**config.mk**
```make
export PLATFORM = sky130hd
export DESIGN_NAME = handshake_message_deframer_flat
export DESIGN_NICKNAME = d
export VERILOG_FILES = /design/src/rtl/hmd_pkg.sv /design/src/rtl/hmd_if.sv /design/src/rtl/hmd_front.sv /design/src/rtl/hmd_fifo.sv /design/src/rtl/hmd_back.sv /design/src/rtl/handshake_message_deframer.sv /design/src/flat_wrapper.sv
export SDC_FILE = /design/constraint.sdc
export NUM_CORES = 1
export LEC_CHECK = 0
export BUFFER_PORTS_ARGS = -buffer_cell sky130_fd_sc_hd__buf_2
export CAP_MARGIN = 20
export CORE_ASPECT_RATIO = 0.5
export CORE_MARGIN = 4
export CORE_UTILIZATION = 25
export DETAILED_ROUTE_END_ITERATION = 8
export SETUP_SLACK_MARGIN = 0.3
export SLEW_MARGIN = 20
export SYNTH_ARGS = -nofsm -noshare
export SYNTH_HDL_FRONTEND = slang
export SYNTH_SLANG_ARGS = --single-unit
```
**constraint.sdc**
```tcl
create_clock -name i_clk -period 4.35 [get_ports i_clk]
set_input_delay 0.87 -clock i_clk [delete_from_list [all_inputs] [get_ports i_clk]]
set_output_delay 0.87 -clock i_clk [all_outputs]
set_load 0.005 [all_outputs]
```
**src/rtl/hmd_pkg.sv**
```systemverilog
// Package with the types, codes and lookup functions of the message deframer.
`timescale 1ns / 1ps
package hmd_pkg;

    // Default depth of the queue between the framing front and the verdict back.
    localparam int QUEUE_DEPTH = 2;

    // Header layout: four type bytes, then two length bytes.
    localparam logic [2:0] HDR_TYPE_BYTES = 3'd4;
    localparam logic [2:0] HDR_LAST       = 3'd5;

    // Identification frame layout.
    localparam logic [15:0] SIG_LEN       = 16'd8;
    localparam logic [15:0] VER_HI_POS    = 16'd8;
    localparam logic [15:0] VER_LO_POS    = 16'd9;
    localparam logic [15:0] MIN_IDENT_LEN = 16'd10;

    typedef enum logic [2:0] {
        CLS_IDENT   = 3'd0,
        CLS_NAME    = 3'd1,
        CLS_AVATAR  = 3'd2,
        CLS_PUBID   = 3'd3,
        CLS_PUBKEY  = 3'd4,
        CLS_PAIR    = 3'd5,
        CLS_STLS    = 3'd6,
        CLS_UNKNOWN = 3'd7
    } t_class;

    typedef enum logic [2:0] {
        ACT_NONE    = 3'd0,
        ACT_DELIVER = 3'd1,
        ACT_IDENT   = 3'd2,
        ACT_ABORT   = 3'd3,
        ACT_UPGRADE = 3'd4
    } t_action;

    typedef enum logic [1:0] {
        PH_RUN      = 2'd0,
        PH_ABORTED  = 2'd1,
        PH_UPGRADED = 2'd2
    } t_phase;

    // Four-character type codes, indexed by class.
    localparam logic [31:0] TYPE_CODES [7] = '{
        32'h64736D73, // dsms
        32'h666E616D, // fnam
        32'h61767472, // avtr
        32'h70756269, // pubi
        32'h7075626B, // pubk
        32'h70616972, // pair
        32'h73746C73  // stls
    };

    // One classified byte as it travels from the front to the back.
    typedef struct packed {
        logic [7:0]  data;
        logic        is_payload;
        logic        is_end;
        t_class      cls;
        logic        ident_ok;
        logic [15:0] version;
    } t_token;

    function automatic t_class classify(input logic [31:0] code);
        t_class c;
        c = CLS_UNKNOWN;
        for (int i = 6; i >= 0; i--) begin
            if (code == TYPE_CODES[i]) begin
                c = t_class'(3'(i));
            end
        end
        return c;
    endfunction

    function automatic logic [7:0] sig_byte(input logic [2:0] idx);
        logic [7:0] v;
        case (idx)
            3'd0:    v = 8'h44;
            3'd1:    v = 8'h65;
            3'd2:    v = 8'h73;
            3'd3:    v = 8'h6B;
            3'd4:    v = 8'h65;
            3'd5:    v = 8'h6D;
            3'd6:    v = 8'h65;
            default: v = 8'h73;
        endcase
        return v;
    endfunction

endpackage

```
**src/rtl/hmd_if.sv**
```systemverilog
// Stream interfaces for received bytes and for deframed results.
`timescale 1ns / 1ps
interface hmd_byte_if;
    logic       valid;
    logic       ready;
    logic [7:0] rx_byte;

    modport source (output valid, output rx_byte, input ready);
    modport sink (input valid, input rx_byte, output ready);
endinterface

interface hmd_result_if;
    logic        valid;
    logic        ready;
    logic        payload_valid;
    logic [7:0]  payload_byte;
    logic [2:0]  msg_class;
    logic        msg_end;
    logic [2:0]  action;
    logic [15:0] remote_version;
    logic        forwarded;

    modport source (
        output valid, output payload_valid, output payload_byte, output msg_class,
        output msg_end, output action, output remote_version, output forwarded,
        input ready
    );
    modport sink (
        input valid, input payload_valid, input payload_byte, input msg_class,
        input msg_end, input action, input remote_version, input forwarded,
        output ready
    );
endinterface

```
**src/rtl/hmd_front.sv**
```systemverilog
// Framing front: splits the byte stream into header and payload and classifies each byte.
`timescale 1ns / 1ps
module hmd_front (
    input  logic            i_clk,
    input  logic            i_rst_n,
    hmd_byte_if.sink        i_rx,
    input  logic            i_q_ready,
    output logic            o_q_valid,
    output hmd_pkg::t_token o_tok
);

    logic            r_in_payload, n_in_payload;
    logic [2:0]      r_hdr_cnt, n_hdr_cnt;
    logic [31:0]     r_type, n_type;
    logic [15:0]     r_len, n_len;
    logic [15:0]     r_pcnt, n_pcnt;
    logic            r_sig_ok, n_sig_ok;
    logic [15:0]     r_ver, n_ver;
    hmd_pkg::t_class r_cls, n_cls;
    logic            accept;
    logic [7:0]      b;

    assign i_rx.ready = i_q_ready;
    assign o_q_valid  = i_rx.valid;
    assign accept     = i_rx.valid && i_q_ready;
    assign b          = i_rx.rx_byte;

    always_comb begin
        n_in_payload = r_in_payload;
        n_hdr_cnt    = r_hdr_cnt;
        n_type       = r_type;
        n_len        = r_len;
        n_pcnt       = r_pcnt;
        n_sig_ok     = r_sig_ok;
        n_ver        = r_ver;
        n_cls        = r_cls;
        o_tok        = '{data: b, is_payload: 1'b0, is_end: 1'b0,
                         cls: hmd_pkg::CLS_IDENT, ident_ok: 1'b0, version: 16'd0};
        if (!r_in_payload) begin
            if (r_hdr_cnt < hmd_pkg::HDR_TYPE_BYTES) begin
                n_type = {r_type[23:0], b};
            end else begin
                n_len = {r_len[7:0], b};
            end
            if (r_hdr_cnt >= hmd_pkg::HDR_LAST) begin
                n_pcnt    = 16'd0;
                n_sig_ok  = 1'b1;
                n_ver     = 16'd0;
                n_cls     = hmd_pkg::classify(r_type);
                n_hdr_cnt = 3'd0;
                if (n_len == 16'd0) begin
                    // Empty frame: the last header byte also ends the frame.
                    o_tok.is_end = 1'b1;
                    o_tok.cls    = n_cls;
                end else begin
                    n_in_payload = 1'b1;
                end
            end else begin
                n_hdr_cnt = r_hdr_cnt + 3'd1;
            end
        end else begin
            o_tok.is_payload = 1'b1;
            o_tok.cls        = r_cls;
            if (r_pcnt < hmd_pkg::SIG_LEN) begin
                if (b != hmd_pkg::sig_byte(r_pcnt[2:0])) begin
                    n_sig_ok = 1'b0;
                end
            end else if (r_pcnt == hmd_pkg::VER_HI_POS) begin
                n_ver = {b, 8'h00};
            end else if (r_pcnt == hmd_pkg::VER_LO_POS) begin
                n_ver = {r_ver[15:8], b};
            end
            n_pcnt = r_pcnt + 16'd1;
            if (n_pcnt == r_len) begin
                n_in_payload   = 1'b0;
                o_tok.is_end   = 1'b1;
                o_tok.ident_ok = (r_len >= hmd_pkg::MIN_IDENT_LEN) && n_sig_ok;
                o_tok.version  = n_ver;
            end
        end
    end

    always_ff @(posedge i_clk) begin
        if (!i_rst_n) begin
            r_in_payload <= 1'b0;
            r_hdr_cnt    <= 3'd0;
            r_type       <= 32'd0;
            r_len        <= 16'd0;
            r_pcnt       <= 16'd0;
            r_sig_ok     <= 1'b1;
            r_ver        <= 16'd0;
            r_cls        <= hmd_pkg::CLS_IDENT;
        end else if (accept) begin
            r_in_payload <= n_in_payload;
            r_hdr_cnt    <= n_hdr_cnt;
            r_type       <= n_type;
            r_len        <= n_len;
            r_pcnt       <= n_pcnt;
            r_sig_ok     <= n_sig_ok;
            r_ver        <= n_ver;
            r_cls        <= n_cls;
        end
    end

endmodule

```
**src/rtl/hmd_fifo.sv**
```systemverilog
// Short queue of classified bytes between the framing front and the verdict back.
`timescale 1ns / 1ps
module hmd_fifo #(
    parameter int Depth = hmd_pkg::QUEUE_DEPTH
) (
    input  logic            i_clk,
    input  logic            i_rst_n,
    input  logic            i_push_valid,
    output logic            o_push_ready,
    input  hmd_pkg::t_token i_push_tok,
    output logic            o_pop_valid,
    input  logic            i_pop_ready,
    output hmd_pkg::t_token o_pop_tok
);

    localparam int PtrW = $clog2(Depth);
    localparam int CntW = $clog2(Depth + 1);

    hmd_pkg::t_token r_mem [Depth];
    logic [PtrW-1:0] r_wr_ptr, r_rd_ptr;
    logic [CntW-1:0] r_count;
    logic            push, pop;

    assign o_push_ready = (r_count != CntW'(Depth));
    assign o_pop_valid  = (r_count != '0);
    assign o_pop_tok    = r_mem[r_rd_ptr];
    assign push         = i_push_valid && o_push_ready;
    assign pop          = o_pop_valid && i_pop_ready;

    always_ff @(posedge i_clk) begin
        if (push) begin
            r_mem[r_wr_ptr] <= i_push_tok;
        end
    end

    always_ff @(posedge i_clk) begin
        if (!i_rst_n) begin
            r_wr_ptr <= '0;
            r_rd_ptr <= '0;
            r_count  <= '0;
        end else begin
            if (push) begin
                r_wr_ptr <= (r_wr_ptr == PtrW'(Depth - 1)) ? '0 : r_wr_ptr + 1'b1;
            end
            if (pop) begin
                r_rd_ptr <= (r_rd_ptr == PtrW'(Depth - 1)) ? '0 : r_rd_ptr + 1'b1;
            end
            if (push && !pop) begin
                r_count <= r_count + 1'b1;
            end else if (pop && !push) begin
                r_count <= r_count - 1'b1;
            end
        end
    end

endmodule

```
**src/rtl/hmd_back.sv**
```systemverilog
// Verdict back: judges completed frames, tracks the session phase and drives the result register.
`timescale 1ns / 1ps
module hmd_back (
    input  logic            i_clk,
    input  logic            i_rst_n,
    input  logic            i_tok_valid,
    output logic            o_tok_ready,
    input  hmd_pkg::t_token i_tok,
    hmd_result_if.source    o_res
);

    hmd_pkg::t_phase  r_phase, n_phase;
    hmd_pkg::t_action act;
    logic             r_ident, n_ident;
    logic [15:0]      r_ver, n_ver;
    logic             r_out_valid;
    logic             pop;

    logic             r_pv, n_pv;
    logic [7:0]       r_pb, n_pb;
    logic [2:0]       r_cls, n_cls;
    logic             r_end, n_end;
    logic [2:0]       r_act, n_act;
    logic             r_fwd, n_fwd;
    logic [15:0]      r_rver;

    assign o_tok_ready = !r_out_valid || o_res.ready;
    assign pop         = i_tok_valid && o_tok_ready;

    // Verdict on a frame-end byte.
    always_comb begin
        act = hmd_pkg::ACT_NONE;
        if (i_tok.is_end) begin
            if (!r_ident && i_tok.cls != hmd_pkg::CLS_IDENT) begin
                act = hmd_pkg::ACT_ABORT;
            end else if (i_tok.cls == hmd_pkg::CLS_IDENT) begin
                act = i_tok.ident_ok ? hmd_pkg::ACT_IDENT : hmd_pkg::ACT_ABORT;
            end else if (i_tok.cls == hmd_pkg::CLS_STLS) begin
                act = hmd_pkg::ACT_UPGRADE;
            end else if (i_tok.cls == hmd_pkg::CLS_UNKNOWN) begin
                act = hmd_pkg::ACT_ABORT;
            end else begin
                act = hmd_pkg::ACT_DELIVER;
            end
        end
    end

    // Next phase.
    always_comb begin
        n_phase = r_phase;
        case (r_phase)
            hmd_pkg::PH_RUN: begin
                if (act == hmd_pkg::ACT_ABORT) begin
                    n_phase = hmd_pkg::PH_ABORTED;
                end else if (act == hmd_pkg::ACT_UPGRADE) begin
                    n_phase = hmd_pkg::PH_UPGRADED;
                end
            end
            hmd_pkg::PH_ABORTED:  n_phase = hmd_pkg::PH_ABORTED;
            hmd_pkg::PH_UPGRADED: n_phase = hmd_pkg::PH_UPGRADED;
            default:              n_phase = hmd_pkg::PH_ABORTED;
        endcase
    end

    // Result fields and session registers for the byte at the queue head.
    always_comb begin
        n_pv    = 1'b0;
        n_pb    = 8'd0;
        n_cls   = 3'd0;
        n_end   = 1'b0;
        n_act   = hmd_pkg::ACT_NONE;
        n_fwd   = 1'b0;
        n_ident = r_ident;
        n_ver   = r_ver;
        case (r_phase)
            hmd_pkg::PH_RUN: begin
                if (i_tok.is_payload) begin
                    n_pv = 1'b1;
                    n_pb = i_tok.data;
                end
                if (i_tok.is_payload || i_tok.is_end) begin
                    n_cls = i_tok.cls;
                end
                n_end = i_tok.is_end;
                n_act = act;
                if (act == hmd_pkg::ACT_IDENT) begin
                    n_ident = 1'b1;
                    n_ver   = i_tok.version;
                end
            end
            hmd_pkg::PH_UPGRADED: begin
                n_fwd = 1'b1;
                n_pb  = i_tok.data;
            end
            default: begin
                n_pv = 1'b0;
            end
        endcase
    end

    always_ff @(posedge i_clk) begin
        if (!i_rst_n) begin
            r_phase     <= hmd_pkg::PH_RUN;
            r_ident     <= 1'b0;
            r_ver       <= 16'd0;
            r_out_valid <= 1'b0;
        end else begin
            if (pop) begin
                r_phase <= n_phase;
                r_ident <= n_ident;
                r_ver   <= n_ver;
            end
            if (pop) begin
                r_out_valid <= 1'b1;
            end else if (o_res.ready) begin
                r_out_valid <= 1'b0;
            end
        end
    end

    always_ff @(posedge i_clk) begin
        if (pop) begin
            r_pv   <= n_pv;
            r_pb   <= n_pb;
            r_cls  <= n_cls;
            r_end  <= n_end;
            r_act  <= n_act;
            r_fwd  <= n_fwd;
            r_rver <= n_ver;
        end
    end

    assign o_res.valid          = r_out_valid;
    assign o_res.payload_valid  = r_pv;
    assign o_res.payload_byte   = r_pb;
    assign o_res.msg_class      = r_cls;
    assign o_res.msg_end        = r_end;
    assign o_res.action         = r_act;
    assign o_res.remote_version = r_rver;
    assign o_res.forwarded      = r_fwd;

endmodule

```
**src/rtl/handshake_message_deframer.sv**
```systemverilog
// Top level of the handshake message deframer.
//
//   Channel  Direction  Carries                                    One request is
//   i_rx     in         rx_byte                                    one received byte
//   o_res    out        payload, class, frame end, action, version one result per byte
//
// The block sustains one byte per cycle in and one result per cycle out while
// the output is not stalled. An accepted byte is stored in the queue and then
// in the result register; the framing front before the queue is combinational.
// Reset is synchronous and active low; it returns framing to the first header
// byte, clears identification and the latched version, and empties the queue.
// Either side may stall on its own: the queue absorbs a stall at the output
// while the front keeps taking bytes until the queue is full.
`timescale 1ns / 1ps
module handshake_message_deframer #(
    parameter int QueueDepth = hmd_pkg::QUEUE_DEPTH
) (
    input  logic         i_clk,
    input  logic         i_rst_n,
    hmd_byte_if.sink     i_rx,
    hmd_result_if.source o_res
);

    // The front does all framing: it counts header bytes, assembles the type
    // and length, counts payload bytes, checks the identification signature
    // and captures the version. None of that depends on a frame's verdict,
    // because after an abort or an upgrade the front's view is ignored.
    logic            front_valid;
    logic            front_ready;
    hmd_pkg::t_token front_tok;

    // The back holds the session state: whether the peer has identified, the
    // latched version, and the terminal aborted and upgraded phases.
    logic            back_valid;
    logic            back_ready;
    hmd_pkg::t_token back_tok;

    hmd_front u_front (
        .i_clk     (i_clk),
        .i_rst_n   (i_rst_n),
        .i_rx      (i_rx),
        .i_q_ready (front_ready),
        .o_q_valid (front_valid),
        .o_tok     (front_tok)
    );

    hmd_fifo #(
        .Depth (QueueDepth)
    ) u_fifo (
        .i_clk        (i_clk),
        .i_rst_n      (i_rst_n),
        .i_push_valid (front_valid),
        .o_push_ready (front_ready),
        .i_push_tok   (front_tok),
        .o_pop_valid  (back_valid),
        .i_pop_ready  (back_ready),
        .o_pop_tok    (back_tok)
    );

    hmd_back u_back (
        .i_clk       (i_clk),
        .i_rst_n     (i_rst_n),
        .i_tok_valid (back_valid),
        .o_tok_ready (back_ready),
        .i_tok       (back_tok),
        .o_res       (o_res)
    );

endmodule

```
**src/flat_wrapper.sv**
```systemverilog
// flat-port wrapper written by rule: the top's interface ports become plain ports
module handshake_message_deframer_flat 
#(
    parameter int QueueDepth = hmd_pkg::QUEUE_DEPTH
)
  (i_clk, i_rst_n, i_rx_valid, i_rx_rx_byte, i_rx_ready, o_res_valid, o_res_payload_valid, o_res_payload_byte, o_res_msg_class, o_res_msg_end, o_res_action, o_res_remote_version, o_res_forwarded, o_res_ready);
  hmd_byte_if i_rx_i ();
  hmd_result_if o_res_i ();
  input  logic i_clk;
  input  logic i_rst_n;
  input wire logic [$bits(i_rx_i.valid)-1:0] i_rx_valid;
  input wire logic [$bits(i_rx_i.rx_byte)-1:0] i_rx_rx_byte;
  output wire logic [$bits(i_rx_i.ready)-1:0] i_rx_ready;
  output wire logic [$bits(o_res_i.valid)-1:0] o_res_valid;
  output wire logic [$bits(o_res_i.payload_valid)-1:0] o_res_payload_valid;
  output wire logic [$bits(o_res_i.payload_byte)-1:0] o_res_payload_byte;
  output wire logic [$bits(o_res_i.msg_class)-1:0] o_res_msg_class;
  output wire logic [$bits(o_res_i.msg_end)-1:0] o_res_msg_end;
  output wire logic [$bits(o_res_i.action)-1:0] o_res_action;
  output wire logic [$bits(o_res_i.remote_version)-1:0] o_res_remote_version;
  output wire logic [$bits(o_res_i.forwarded)-1:0] o_res_forwarded;
  input wire logic [$bits(o_res_i.ready)-1:0] o_res_ready;
  assign i_rx_i.valid = i_rx_valid;
  assign i_rx_i.rx_byte = i_rx_rx_byte;
  assign i_rx_ready = i_rx_i.ready;
  assign o_res_valid = o_res_i.valid;
  assign o_res_payload_valid = o_res_i.payload_valid;
  assign o_res_payload_byte = o_res_i.payload_byte;
  assign o_res_msg_class = o_res_i.msg_class;
  assign o_res_msg_end = o_res_i.msg_end;
  assign o_res_action = o_res_i.action;
  assign o_res_remote_version = o_res_i.remote_version;
  assign o_res_forwarded = o_res_i.forwarded;
  assign o_res_i.ready = o_res_ready;
  handshake_message_deframer #(.QueueDepth(QueueDepth)) u_core (.i_clk(i_clk), .i_rst_n(i_rst_n), .i_rx(i_rx_i), .o_res(o_res_i));
endmodule
```
### Yosys cells after proc, flatten, opt, wreduce, memory -nomap -nowiden

Memories as Yosys holds them, arrays and structs flattened. A register that Yosys moved wholly into a read port is not among the register bits.
Index checks and enable logic that the tools add are counted.

* bits in registers: 145
* RAM bits: 60
* input bits: 12
* output and inout bits: 35
* memories: 1

Memories
* u_core.u_fifo.r_mem: depth 2, bits a word 30, rd ports 1, clocked after Yosys merged registers in 1, write ports 1, line hmd_fifo.sv:19 `hmd_pkg::t_token r_mem [Depth];`

* add/subtract/negate cells: 6
* order comparisons: 4
* eq/ne operators: 24
* muxes and demuxes: 60
* bitwise logic cells: 1
* reduce and logical (&&, ||, !) cells: 29

Operators with widths (count)
* == test 32 x 31 -> 1 bit, second input constant: 7
* 2-to-1 mux 16 bit: 9
* 2-to-1 mux 17 bit: 2
* 2-to-1 mux 3 bit: 11
* == test 16 x 4 -> 1 bit, second input constant: 2
* 2-to-1 mux 8 bit: 4
* one-hot mux 6 bit (4 select lines): 1
* 2-to-1 mux 1 bit: 23
* == test 3 bit, second input constant: 6
* adder 16 x 1 -> 16 bit, second input constant: 1
* == test 16 bit: 1
* >= comparator 16 x 4 -> 1 bit, second input constant: 1
* logical NOT 16 bit: 1
* less-than comparator 16 x 4 -> 1 bit, second input constant: 1
* one-hot mux 8 bit (2 select lines): 1
* 2-to-1 mux 4 bit: 3
* 2-to-1 mux 2 bit: 5
* == test 3 x 2 -> 1 bit, second input constant: 3
* AND reduction 3 bit: 3
* != test 8 bit: 1
* AND reduction 2 bit: 4
* nonzero test 2 bit: 4
* logical AND 1 bit: 6
* logical NOT 3 bit: 2
* other kinds (17): 22

### Longest topological paths before layout

* word-level depth: 12
* gate-level depth with buffers: 9
* depth with buffers taken out: 8

### Modules after synthesis

From an unflattened synthesis, not the netlist that was laid out.

* cell total of the unflattened synthesis: 932
* area, all modules: 9887.0 µm²

Modules (own cells, without submodules)
* hmd_front: instances 1, cells an instance 649, area each 5268.8 µm², seq. area each 1761.7 µm²
* hmd_fifo: instances 1, cells an instance 117, area each 2397.3 µm², seq. area each 1901.8 µm²
* hmd_back: instances 1, cells an instance 166, area each 2220.9 µm², seq. area each 1391.3 µm²

### Worst setup path after synthesis

OpenSTA, ideal clock, no wires.

* path kind: input -> register
* start: in i_rx_valid
* end: mem u_core.u_fifo.r_mem[0][0] (netlist bit) (enable)
* setup time: 417 ps
* arrival time: 2276 ps
* path slack: 1657 ps
* stages: 2
* cells stage by stage: nand2_1 > nor2_1

* cells in the longest elaborated chain, start to end: 3

RTL lines
* start, declared: line flat_wrapper.sv:11 `input wire logic [$bits(i_rx_i.valid)-1:0] i_rx_valid;`
* logical AND 1 bit: line hmd_fifo.sv:27 `assign push = i_push_valid && o_push_ready;`
* 2-to-1 mux 1 bit: line hmd_fifo.sv:31 `if (push) begin`
* 2-to-1 mux 1 bit (implied by the code): line hmd_fifo.sv:32 `r_mem[r_wr_ptr] <= i_push_tok;`
* end, declared: line hmd_fifo.sv:19

No other way between the ends.

==> summary.txt <==
Place
  • Detail Placement HPWL: 14600 um
  • Routability Congestion: 0.848
  • I/O Buffers: 46
  • Placed cells: 1454
  • Area post-placement: 10200 um2

Global route
  • Vias in the first global route: 6706
  • Pin count of the biggest net entering global routing: 74
  • GRT Util Overall: 0.0994
  • First-pass GRT wire length: 35100 um
  • Initial antenna violation count: 0
  • Total grt overflow: 0

Critical path
  • Reg2Reg Depth: 6
  • Slowest-stage cell, CP: dfxtp_2
  • Crit. End Element: flop
  • Crit path cell chain: mux2i_1 -> or3_1 -> or3_1 -> nor2_4 -> nand2_1 -> o211a_1
  • Most frequent CP cell: or3_1
  • R2R Path End: u_core.u_back.r_ver[1]
  • Max incr delay on CP: 0.97 ns
  • Critical Path RT: 4.76 ns
  • FF-to-FF setup slack: 0.96 ns
  • CP arrival: 3.80 ns
  • Critical path peak fanout: 36
  • Worst Setup Start Kind: flop
  • Worst Path Class, Setup: reg -> reg

Power
  • Design Power: 5260 uW
  • Pint: 3840 uW
  • Sw Ratio: 0.271
  • Net Switching: 1430 uW
  • VDD IR max: 0.000288 V
  • Logic pwr share: 0.154
  • Seq pwr share: 0.485
  • P_leak: 0.00377 uW
  • P per Cell Area: 480 nW/um2
  • Clock power share: 0.361

Job
  • Max_cap viols: 0

Yosys
  • Synth unique cells: 74
  • Synthesized flop and latch total: 206
  • Async SR Flop Fraction: 0
  • EDFF count, synth: 93
  • Yosys warning count: 0
  • Post-Syn Area: 9580 um2
  • Synth Flop Type: dfxtp_1
  • Syn Nets: 963
  • Post-synthesis cell count: 944
  • Syn_area_per_cell: 10.1 um2
  • Post-synthesis sequential area ratio: 0.528

Finish
  • N_diodes: 0
  • Net count, final: 978
  • Final Instance Area: 11000 um2
  • Layout cells sized above 1: 0.113
  • Sequential Area: 5060 um2
  • Number of fill cells: 3845
  • Multi-input gate area: 4180 um2
  • Layout Cells excl Fill: 1496
  • Area delta synth->final: 14.6%

Clocking
  • Post-CTS Hold Fix Bufs: 0
  • Setup bufs post-CTS: 0
  • Clk buf depth: 3
  • TritonCTS clock tree: built
  • Clk pin slew, worst setup/hold paths: 0.06 ns
  • Root Buffer Master: clkbuf_16
  • Total clock sinks: 206
  • Worst-Skew Late Latency: 0.52 ns
  • Post-CTS Resized: 0
  • H-tree depth: 1
  • CTS Buf Count: 23

STA
  • Setup-failing EPs final: 0
  • Max transition margin: 0.298
  • Crit path time final: 3.39 ns
  • Worst Tran Pin Value: 1.05 ns
  • Setup TNS: 0 ns
  • Fmax: 0.295 GHz
  • Pins over their slew limit: 0
  • Clock skew: 0.00791 ns
  • RSZ-0062 raised after global routing: false
  • Fin crit share: 0.780
  • Fin. Hold Viols: 0

Drt
  • Routed len/inst: 14.4 um
  • Vias per cell: 4.65
  • Vias: 6960
  • Drc violations: 0
  • Starting DRT DRC Count: 481
  • Antenna Nets Post-Route: 0
  • Number of iterations in the first detailed-routing pass: 5
  • Final wirelength: 21500 um

Min path
  • Hold Crit Class: reg -> reg
  • Worst Hold Endpoint: u_core.u_front.r_cls[0]
  • Hold path start: u_core.u_front.r_cls[0]
  • WHS Path Cells: 2

Floorplanning
  • Site Rows: 50
  • I/O pin total: 47
  • Initial Util: 0.255
  • Core ar.: 37600 um2
  • DIE WIDTH: 285 um
  • Die Y: 146 um
  • Die Area: 41700 um2

Outcome
  • Status: finished, final reports clean
sequential cells by signal (all words and copies together), names as in the netlist, 2 cells and up, named ones only:
register	count
u_core.u_fifo.r_mem	60
u_core.u_front.r_ver	16
u_core.u_front.r_cls	3
u_core.u_back.o_res.payload_byte	8
u_core.u_front.r_type	32
u_core.u_back.o_res.msg_class	3
u_core.u_fifo.r_count	2
u_core.u_front.r_hdr_cnt	3
u_core.u_back.r_ver	16
u_core.u_back.o_res.action	3
u_core.u_front.r_pcnt	16
u_core.u_back.o_res.remote_version	16
u_core.u_back.r_phase	2
u_core.u_front.r_len	16
power groups by stage:
stage / sequential (uW) / combinational [uW] / clock (uW)
after floorplan: 2550 / 504 / 0
after global placement: 2590 / 808 / 0
after detailed placement: 2600 / 827 / 0
after CTS: 2560 / 831 / 1950
after global routing: 2590 / 903 / 2030
final: 2550 / 810 / 1900
cells by family (layout without fill, tap and decap cells):
logic type,count (synthesis),in the layout,synth area share
AND/OR/NAND/NOR,395,395,0.213
flip-flops,206,206,0.528
AO/OA/AOI/OAI,185,185,0.138
buffers and inverters,75,107,0.0362
multiplexers,48,48,0.0503
XOR/XNOR,28,28,0.0256
adder cells (fa/ha/maj),7,7,0.00915
worst max path at each step:
| stage | to | depth (start not counted) |
|---|---|---|
| after detailed placement | u_core.u_back.r_ver[6] | 6 |
| after floorplan | u_core.u_fifo.r_mem[0][0] | 2 |
| after global placement | u_core.u_back.r_ver[2] | 6 |
| after CTS | u_core.u_back.r_ver[10] | 6 |
| final | u_core.u_back.r_ver[1] | 6 |
| after global routing | u_core.u_back.r_ver[6] | 6 |
Yosys cell counts (all sizes together), types with 5 or more instances:
master / count / area [um2]
nand2: 145 / 544
dfxtp: 113 / 2260
edfxtp: 93 / 2790
a21boi: 58 / 435
nor2: 58 / 228
mux2i: 47 / 470
clkbuf: 46 / 185
o21ai: 44 / 220
nand3: 39 / 195
nor2b: 24 / 150
a22oi: 19 / 143
buf: 19 / 124
xnor2: 19 / 166
o211a: 18 / 180
and2: 14 / 87.6
nand4: 14 / 103
nor4: 14 / 87.6
nor3: 13 / 65.1
a21oi: 12 / 60.1
inv: 10 / 37.5
or3: 10 / 62.6
nand3b: 9 / 67.6
xor2: 9 / 78.8
nand2b: 8 / 50.1
and3: 7 / 43.8
and4: 7 / 61.3
ha: 7 / 87.6
or4: 7 / 56.3
a31oi: 5 / 31.3
metal layers:
layer	vias up	global-route usage	wire (um)
met3	46	0.0115	724
met4	0	0.0336	581
met1	3344	0.129	9980
met5	-	0	0
li1	3440	-	-
met2	130	0.172	10200
cell usage in the layout, fill, tap and decap left out, types with 14 or more instances in the layout:
| master | netlist | final |
|---|---|---|
| a21boi_0 | 56 | 56 |
| a22oi_1 | 19 | 19 |
| buf_2 | 9 | 45 |
| clkbuf_16 | 0 | 24 |
| dfxtp_1 | 113 | 112 |
| edfxtp_1 | 93 | 93 |
| mux2i_1 | 47 | 47 |
| nand2_1 | 145 | 145 |
| nand3_1 | 39 | 39 |
| nor2_1 | 56 | 54 |
| nor2b_1 | 24 | 24 |
| nor4_1 | 14 | 14 |
| o211a_1 | 18 | 18 |
| o21ai_0 | 42 | 42 |
| xnor2_1 | 19 | 19 |
cell type report:
| cell class | count | share of cell area |
|---|---|---|
| timing repair buffer | 55 | 0.0274 |
| multi-input combinational | 663 | 0.381 |
| tap | 520 | 0.0593 |
| inverter | 10 | 0.00342 |
| clock inverter | 7 | 0.00684 |
| clock buffer | 35 | 0.0612 |
| sequential | 206 | 0.461 |
critical path: cells and delay by family (launching register included):
kind / cells / cell delay (ns)
compound gates: 1 / 0.15
flops: 1 / 0.97
mux: 1 / 0.15
simple gates: 4 / 1.99
through the flow:
| stage | hold WS (ns) | utilization | worst slack (ns) |
|---|---|---|---|
| after global routing | 0.481 | 0.292 | 0.693 |
| after global placement | 0.439 | 0.272 | 1.06 |
| after floorplan | 0.431 | - | 1.66 |
| final | 0.452 | 0.292 | 0.959 |
| after detailed placement | 0.447 | 0.272 | 0.936 |
| after CTS | 0.454 | 0.292 | 0.937 |
Note: power is estimated with default switching activity, not from simulation.
